$ cat config.mk
export PLATFORM = sky130hd
export DESIGN_NAME = dlms_out_fifo
export DESIGN_NICKNAME = d
export VERILOG_FILES = /design/src/dlms_pkg.sv /design/src/dlms_out_fifo.sv
export SDC_FILE = /design/constraint.sdc
export NUM_CORES = 1
export LEC_CHECK = 0
export BUFFER_PORTS_ARGS = -buffer_cell sky130_fd_sc_hd__buf_4
export CAP_MARGIN = 20
export CORE_MARGIN = 4
export CORE_UTILIZATION = 55
export DETAILED_ROUTE_END_ITERATION = 8
export PLACE_DENSITY = 0.83
export SLEW_MARGIN = 30
export SYNTH_ARGS = -nofsm -noshare
export SYNTH_HDL_FRONTEND = slang
export SYNTH_SLANG_ARGS = --single-unit
export TNS_END_PERCENT = 5
$ cat constraint.sdc
create_clock -name clk -period 4.57 [get_ports clk]
set_input_delay 0.914 -clock clk [delete_from_list [all_inputs] [get_ports clk]]
set_output_delay 0.914 -clock clk [all_outputs]
set_load 0.005 [all_outputs]
$ cat src/dlms_pkg.sv
package dlms_pkg;

    // fixed field widths
    localparam int STATE_FW  = 6;
    localparam int SYMBOL_FW = 8;
    localparam int LEN_W     = 16;

    // table geometry
    localparam int STATES   = 64;
    localparam int ALPHA    = 128;
    localparam int STATE_AW = $clog2(STATES);
    localparam int TT_DEPTH = STATES * ALPHA;
    localparam int TT_AW    = $clog2(TT_DEPTH);

    // result buffer
    localparam int OUT_DEPTH = 4;
    localparam int OUT_AW    = $clog2(OUT_DEPTH);
    localparam int OUT_CW    = $clog2(OUT_DEPTH + 1);

    // stream widths
    localparam int IN_TDATA_W  = 24;
    localparam int OUT_TDATA_W = 24;

    typedef enum logic [1:0] {
        FUNC_TRANS  = 2'd0,
        FUNC_FINAL  = 2'd1,
        FUNC_SYMBOL = 2'd2
    } func_t;

    typedef struct packed {
        logic                valid;
        logic [STATE_FW-1:0] next_state;
    } tt_entry_t;

    typedef struct packed {
        logic             wr_en;
        logic             rd_en;
        logic [TT_AW-1:0] addr;
        tt_entry_t        wdata;
    } tt_req_t;

    typedef struct packed {
        logic             matched;
        logic [LEN_W-1:0] match_length;
    } result_t;

endpackage

$ cat src/dlms_out_fifo.sv
module dlms_out_fifo (
    input  logic                         clk,
    input  logic                         rst_n,
    input  logic                         push,
    input  dlms_pkg::result_t            push_data,
    output logic                         out_valid,
    input  logic                         out_ready,
    output dlms_pkg::result_t            out_data,
    output logic [dlms_pkg::OUT_CW-1:0]  count
);

    dlms_pkg::result_t               mem_reg [dlms_pkg::OUT_DEPTH];
    logic [dlms_pkg::OUT_AW-1:0]     wr_ptr_reg;
    logic [dlms_pkg::OUT_AW-1:0]     rd_ptr_reg;
    logic [dlms_pkg::OUT_CW-1:0]     count_reg;
    logic                            pop;

    assign out_valid = (count_reg != '0);
    assign pop       = out_valid && out_ready;
    assign out_data  = mem_reg[rd_ptr_reg];
    assign count     = count_reg;

    always_ff @(posedge clk or negedge rst_n)
    begin
        if (!rst_n)
        begin
            wr_ptr_reg <= '0;
            rd_ptr_reg <= '0;
            count_reg  <= '0;
        end
        else
        begin
            if (push)
            begin
                wr_ptr_reg <= wr_ptr_reg + 1'b1;
            end
            if (pop)
            begin
                rd_ptr_reg <= rd_ptr_reg + 1'b1;
            end
            if (push && !pop)
            begin
                count_reg <= count_reg + 1'b1;
            end
            else if (pop && !push)
            begin
                count_reg <= count_reg - 1'b1;
            end
        end
    end

    always_ff @(posedge clk)
    begin
        if (push)
        begin
            mem_reg[wr_ptr_reg] <= push_data;
        end
    end

endmodule

==> flow_summary.yaml <==
outcome:
  outcome: "finished clean"
critical_path:
  crit_path_start: "rd_ptr_reg[0]"
  cp_data_arrival_time_ns: 1.88
  critical_path_class: "reg2out"
  cp-end-kind: "output port"
  crit_end: "out_data[12]"
  crit_required_ns: 3.66
  regToRegStartpoint: "count[0]"
  rrSetupSlack_ns: 2.42
  critPathMaxFanout: 19
  reg2regPathDepth: 8
  start_kind: "flip-flop"
  r2r-end: "count[2]"
yosys:
  ys_top_cells_by_count: "68 x edfxtp_1, 9 x mux4_1, 8 x mux4_2"
  postSynthAreaPerCell_um2: 23.6
  yosysUniqueCellTypes: 19
  synth_seq_area_share_pct: 76.8
  ys_ff_latch: 75
  syn-num-nets: 149
  synthFlopType: "edfxtp_1"
  async_reset_ff_share_pct: 9.33
  synth_edf_count: 68
  synth_top_cell_area_share_pct: 70.8
  synthTopCellsByArea: "edfxtp_1 71%, mux4_1 8.2%, mux4_2 6.2%"
  synth_cells: 122
  yosys.area.top_type: "edfxtp_1"
  yosys_warnings: 0
  synth.most_common_cell: "edfxtp_1"
  synth_area_mm2: 0.00289
clocking:
  cts_tree: "built"
  cts.clk_slew.worst_paths_ns: 0.07
  clk_latency_ns: 0.33
  post_cts_buffers: 0
  postCtsResizedCells: 0
  root_buffer: "clkbuf_8"
  clock_path_buffers: 2
  clkSinkCount: 75
  h-tree-depth: 3
  cts_hold_buf: 0
  numCtsBuffers: 9
grt:
  top_usage_layer: "met2"
  antenna_found_initial: 0
  grt_pass1_wl_mm: 7.33
  grt_pass1_vias: 1396
  overflow: 0
  use_met2_pct: 27.9
  grt_util_met1_pct: 18.7
  grt_max_degree: 20
  grt_util_all_layers_pct: 16.1
  use_met3_pct: 5.61
layout:
  largest_reg_flops: 68
  fin_util_pct: 67.0
  layout.nets: 197
  drive_above_1_share_pct: 36.6
  synthToLayoutAreaGrowth_pct: 18.6
  nFillCells: 337
  num_antenna_cells: 0
flow_run:
  drv_cap: 0
floorplanning:
  rows: 26
  coreArea_mm2: 0.00511
  io_pins: 42
  fp.dieH_um: 80.4
  start_util_pct: 56.5
  die_w_um: 80.4
  dieArea_mm2: 0.00647
timing:
  fin_tns_setup_ns: 0
  setup_viol: 0
  hold_viol_final: 0
  max_clock_freq_mhz: 358
  drv_slew: 0
  worst_pin_slew_ns: 0.875
  rsz0062_at_grt: "no"
  clock_skew_ns: 0.00603
  finalCritPeriodShare_pct: 61.1
  slew_headroom_pct: 41.7
  period_minus_slack_ns: 2.79
power:
  p_leak_nw: 1.25
  power_density_mw_per_mm2: 600
  vdd_drop_max_v: 0.000383
place:
  dp_hpwl_mm: 2.98
  io_buffer_count: 41
  place.gp.congestion: 0.755
route:
  wl_per_cell_um: 18.7
  vias: 1303
  dr.pass1.iters: 4
  wl_mm: 4.59
  drtIter0Drc: 95
  via_per_inst: 5.32
  drcViolationCount: 0
  postRouteAntennaNets: 0
hold_path:
  hold_class: "in2async"
through the flow:
stage,cell area (um2),hold WS (ns),std cells,setup WS (ns),total power [mW]
2_1_floorplan,2890,0.477,122,2.54,1.36
3_3_place_gp,3240,0.474,229,1.80,1.58
3_5_place_dp,3240,0.483,229,2.11,1.62
4_1_cts,3420,0.367,245,1.73,2.08
5_1_grt,3420,0.361,245,1.66,2.17
6_report,3420,0.375,245,1.78,2.05
how the worst min path moves through the flow:
stage	from	to	depth (start not counted)
CTS	rst_n	count[0]	1
floorplan	count[2]	count[2]	1
global route	rst_n	count[0]	1
finish	rst_n	rd_ptr_reg[1]	1
detailed placement	count[2]	count[2]	1
global placement	count[2]	count[2]	1
cells by family after synthesis:
group,after synthesis,synth area share [%]
xor gates and xnor gates,6,1.82
buffers and inverters,7,1.82
DFF,75,76.8
adders and majority gates,6,2.86
muxes,18,14.8
and+or+nand+nor,9,1.65
AOI/OAI and AO/OA,1,0.173
critical path, stage by stage, from the launching register on:
cell	delay (ns)
dfrtp_2	0.74
mux4_1	0.64
buf_4	0.16
cell usage in the layout (no fill, tap or decap), types with 2 or more instances in the layout:
| cell | n |
|---|---|
| mux4_1 | 9 |
| xnor2_1 | 3 |
| clkinv_1 | 3 |
| ha_1 | 5 |
| buf_4 | 41 |
| and2_1 | 4 |
| mux4_2 | 8 |
| clkbuf_8 | 9 |
| edfxtp_1 | 68 |
| inv_1 | 3 |
| clkinv_2 | 2 |
| xor2_1 | 3 |
| nand2_1 | 2 |
| dfrtp_1 | 6 |
metal layers:
layer / wire (um) / vias to the layer above
met4: 59 / 0
met1: 1750 / 661
li1: - / 596
met2: 2560 / 39
met5: 0 / -
met3: 225 / 7
cell type report:
class	instances	area, um2	share of cell area, %
flip-flops and latches	75	2220	64.8
multi-input cells	40	616	18.0
well taps	70	87.6	2.56
repair buffers	41	308	8.99
clock buffers	9	124	3.62
clock inverters	7	58.8	1.72
inverters	3	11.3	0.329
power by group:
| group | internal (mW) | total [mW] | switching [mW] |
|---|---|---|---|
| registers | 0.909 | 1.03 | 0.123 |
| clock network | 0.245 | 0.470 | 0.225 |
| logic | 0.342 | 0.553 | 0.211 |
| total | 1.50 | 2.05 | 0.558 |
(Power assumes the default switching activity.)
