$ cat config.mk
export PLATFORM = sky130hd
export DESIGN_NAME = dlms_final_mem
export DESIGN_NICKNAME = d
export VERILOG_FILES = /design/src/dlms_pkg.sv /design/src/dlms_final_mem.sv
export SDC_FILE = /design/constraint.sdc
export NUM_CORES = 1
export LEC_CHECK = 0
export BUFFER_PORTS_ARGS = -buffer_cell sky130_fd_sc_hd__buf_2
export CAP_MARGIN = 20
export CORE_ASPECT_RATIO = 0.5
export CORE_MARGIN = 5
export CORE_UTILIZATION = 50
export CTS_CLUSTER_DIAMETER = 60
export DETAILED_ROUTE_END_ITERATION = 10
export PLACE_DENSITY = 0.7
export SKIP_CTS_REPAIR_TIMING = 1
export SLEW_MARGIN = 20
export SYNTH_ARGS = -nofsm -noshare
export SYNTH_HDL_FRONTEND = slang
export SYNTH_SLANG_ARGS = --single-unit
export TNS_END_PERCENT = 30
$ cat constraint.sdc
create_clock -name clk -period 2.01 [get_ports clk]
set_input_delay 0.1005 -clock clk [delete_from_list [all_inputs] [get_ports clk]]
set_output_delay 0.1005 -clock clk [all_outputs]
set_load 0.01 [all_outputs]
$ cat src/dlms_pkg.sv
package dlms_pkg;

    // fixed field widths
    localparam int STATE_FW  = 6;
    localparam int SYMBOL_FW = 8;
    localparam int LEN_W     = 16;

    // table geometry
    localparam int STATES   = 64;
    localparam int ALPHA    = 128;
    localparam int STATE_AW = $clog2(STATES);
    localparam int TT_DEPTH = STATES * ALPHA;
    localparam int TT_AW    = $clog2(TT_DEPTH);

    // result buffer
    localparam int OUT_DEPTH = 4;
    localparam int OUT_AW    = $clog2(OUT_DEPTH);
    localparam int OUT_CW    = $clog2(OUT_DEPTH + 1);

    // stream widths
    localparam int IN_TDATA_W  = 24;
    localparam int OUT_TDATA_W = 24;

    typedef enum logic [1:0] {
        FUNC_TRANS  = 2'd0,
        FUNC_FINAL  = 2'd1,
        FUNC_SYMBOL = 2'd2
    } func_t;

    typedef struct packed {
        logic                valid;
        logic [STATE_FW-1:0] next_state;
    } tt_entry_t;

    typedef struct packed {
        logic             wr_en;
        logic             rd_en;
        logic [TT_AW-1:0] addr;
        tt_entry_t        wdata;
    } tt_req_t;

    typedef struct packed {
        logic             matched;
        logic [LEN_W-1:0] match_length;
    } result_t;

endpackage

$ cat src/dlms_final_mem.sv
module dlms_final_mem (
    input  logic                          clk,
    input  logic                          rst_n,
    input  logic                          wr_en,
    input  logic [dlms_pkg::STATE_AW-1:0] wr_addr,
    input  logic                          wr_data,
    input  logic                          rd_en,
    input  logic [dlms_pkg::STATE_AW-1:0] rd_addr,
    output logic                          rd_data
);

    logic [dlms_pkg::STATES-1:0] marks_reg;
    logic                        rd_data_reg;

    always_ff @(posedge clk or negedge rst_n)
    begin
        if (!rst_n)
        begin
            marks_reg <= '0;
        end
        else if (wr_en)
        begin
            marks_reg[wr_addr] <= wr_data;
        end
    end

    // read sees the mark as it stood before a write on the same edge
    always_ff @(posedge clk)
    begin
        if (rd_en)
        begin
            rd_data_reg <= marks_reg[rd_addr];
        end
    end

    assign rd_data = rd_data_reg;

endmodule

==> flow_summary.toml <==
[cells_and_area]
layout-area-overhead-vs-synth_pct = 15.66
multiInputGateArea_um2 = 1677
layout.cell_area.non_filler_um2 = 3910
filler_cell_count = 532
fin_util = 0.5905
seq_area_um2 = 1632
final_net_count = 318
largest_reg_flops = 64
antenna_cells_inserted = 0
layout-drive-gt1-share = 0.4150

[global_route]
grt_antenna_before_repair = 0
largest_net_degree_at_the_start_of_global_routing = 65
aggregate_global_route_resource_usage = 0.2020
number_of_global_route_vias_before_repair = 2531
grt_first_pass_wirelength_um = 12960
gr-usage-met3 = 0.05768
met1_demand_to_capacity_share_in_global_routing = 0.2467
grt-ovfl-total = 0
grt_most_used_layer = "met2"
groute.layer.met2.usage = 0.3320

[cts]
numCtsBuffers = 9
cts_max_level = 3
clkSlewWorstSetupHoldPaths_ps = 60
tritoncts = "done"
worst_skew_pair.late_latency_ps = 330
cts-root-to-sink-buffers = 2
clock-root-buffer = "sky130_fd_sc_hd__clkbuf_16"
tritoncts_num_sinks = 65

[pwr]
power_per_cell_area_nw_per_um2 = 927.0
p_leak_nw = 1.737
max-vdd-ir-drop_mv = 0.6686

[run_status]
run_status = "finished, final reports clean"

[critical_path]
data_required_time_of_the_critical_path_ps = 2090
worst-r2r-cell-count = 4
timing.setup.critical_path_class = "reg -> reg"
crit-reg2reg-capture = "rd_data"
cp-endpoint = "rd_data"
critical_path_launch_point = "marks_reg[61]"
critPathArrivalTime_ps = 2020
r2r_slack_ps = 70
startpoint_type = "flip-flop"
critical_path_peak_fanout = 2
rr_startpoint = "marks_reg[61]"
critical_path.endpoint_type = "flip-flop"

[drt]
drt_first_pass_iters = 5
dr.first_iter.drc_count = 176
num_vias = 2330
avgViaCountPerCell = 5.854
ant_nets = 0
route.detailed.wl_per_inst_um = 19.40
wl_um = 7723
drcViolationCount = 0

[logic_synthesis]
syn_area_um2 = 3381
synth_seq_area_share = 0.4826
synth.ff_latch_count = 65
synthCells = 278
postSynthNetCount = 295
yosys_warnings = 0
postSynthAreaPerCell_um2 = 12.16
synth_edf_count = 1
ys_dominant_reg_cell = "sky130_fd_sc_hd__dfrtp_1"
synthDistinctLibCells = 29
postSynth.asyncResetShare = 0.9846

[timing]
tightestPinTransition_ps = 550.7
timing.final.hold_violations = 0
rsz0062_at_grt = "false"
final-setup-viol-count = 0
final.setup.worst_slack_ps = 73.63
max_slew_margin = 0.6329
timing.clock.skew_ps = 5.229
finalWorstPathRequiredPeriod_ps = 1936
maxClockFrequency_mhz = 516.4
count_of_final_max_slew_check_failures = 0
final_min_period_over_clock_period = 0.9634
fin_setup_tns_ps = 0

[worst_hold_path]
min_from = "rd_addr[5]"
hold_path_class = "in -> reg"

[place]
placement.setup.worst_slack_ps = 11.95
dpl-instance-area_um2 = 3583
hpwl_after_dpl_um = 5080
buffer_ports.inserted = 17
globalplace.congestion = 0.8570

[job]
max-cap-violations = 0

[die]
die_h_um = 68.15
fp.coreArea_um2 = 6621
initial_utilization = 0.5106
pin_count = 18
num_rows = 21
fp.dieW_um = 126.3
area_of_the_die_um2 = 8606
[critical path, stage by stage (launching register included)]
cell and delay (ps):
sky130_fd_sc_hd__dfrtp_1 390, sky130_fd_sc_hd__mux4_2 470, sky130_fd_sc_hd__mux4_2 480, sky130_fd_sc_hd__nand2b_4 150
sky130_fd_sc_hd__a32o_1 200
[where the power goes]
part	leakage [nW]	total (mW)	internal (mW)	switching [mW]
Combinational	0.732	0.473	0.267	0.206
Clock	0.145	1.58	0.994	0.583
Sequential	0.861	1.57	1.49	0.0888
Total	1.74	3.62	2.75	0.877
[cells in the final DEF, fill, tap and decap left out, types with 3 or more instances in the layout]
master	Yosys	routed
sky130_fd_sc_hd__mux2_2	64	64
sky130_fd_sc_hd__dfrtp_1	64	64
sky130_fd_sc_hd__nor2_1	47	47
sky130_fd_sc_hd__nand2_1	29	29
sky130_fd_sc_hd__buf_2	1	17
sky130_fd_sc_hd__mux4_2	12	14
sky130_fd_sc_hd__buf_4	0	10
sky130_fd_sc_hd__clkbuf_16	0	9
sky130_fd_sc_hd__nor2b_1	4	4
sky130_fd_sc_hd__a22oi_1	4	4
sky130_fd_sc_hd__nand3_1	4	4
sky130_fd_sc_hd__mux4_1	5	3
sky130_fd_sc_hd__or3_1	3	3
sky130_fd_sc_hd__nand2b_1	4	3
sky130_fd_sc_hd__or2_2	3	3
[logic make-up (layout without fill, tap and decap cells)]
kind of cell / after synthesis / count (layout) / share of synthesized area
buf+inv: 17 / 45 / 0.02146
simple gates: 106 / 106 / 0.1421
flops: 65 / 65 / 0.4826
compound gates: 7 / 7 / 0.01591
mux: 83 / 83 / 0.3379
[layer usage]
layer,share of wire,routed length [um]
met5,0,0
met4,0.035,268
met3,0.068,526
met2,0.48,3695
met1,0.42,3233
[area by class of cell]
| class | count | share of cell area |
|---|---|---|
| clock buffer | 10 | 0.06112 |
| clock inverter | 6 | 0.01728 |
| multi-input combinational | 196 | 0.4288 |
| sequential | 65 | 0.4173 |
| tap | 92 | 0.02944 |
| timing repair buffer | 29 | 0.04608 |
[Yosys cell counts (all sizes together), types with 3 or more instances]
cell	count	area [um2]
nor2b	4	25.02
mux4	17	401.6
nor2	47	176.4
a22oi	4	30.03
nand3	4	20.02
or2	3	18.77
clkbuf	14	52.55
nand2	29	108.9
buf	3	20.01
dfrtp	64	1602
or3	3	18.77
nand2b	4	25.02
mux2	64	720.7
[worst min-delay path by stage]
stage,to,depth (start not counted)
detailed placement,marks_reg[49],1
CTS,marks_reg[32],1
global route,rd_data,2
global placement,marks_reg[51],1
finish,rd_data,2
floorplan,marks_reg[0],0
[per-stage QoR]
| step | hold WS [ps] | cells | total power, mW |
|---|---|---|---|
| after global routing | 122.9 | 398 | 3.792 |
| final | 127.9 | 398 | 3.624 |
| after global placement | 70.46 | 380 | 2.028 |
| after detailed placement | 80.51 | 380 | 2.059 |
| after CTS | -269.8 | 396 | 3.637 |
| after floorplan | -195.1 | 278 | 1.897 |
Power figures use the tool's default switching activity.
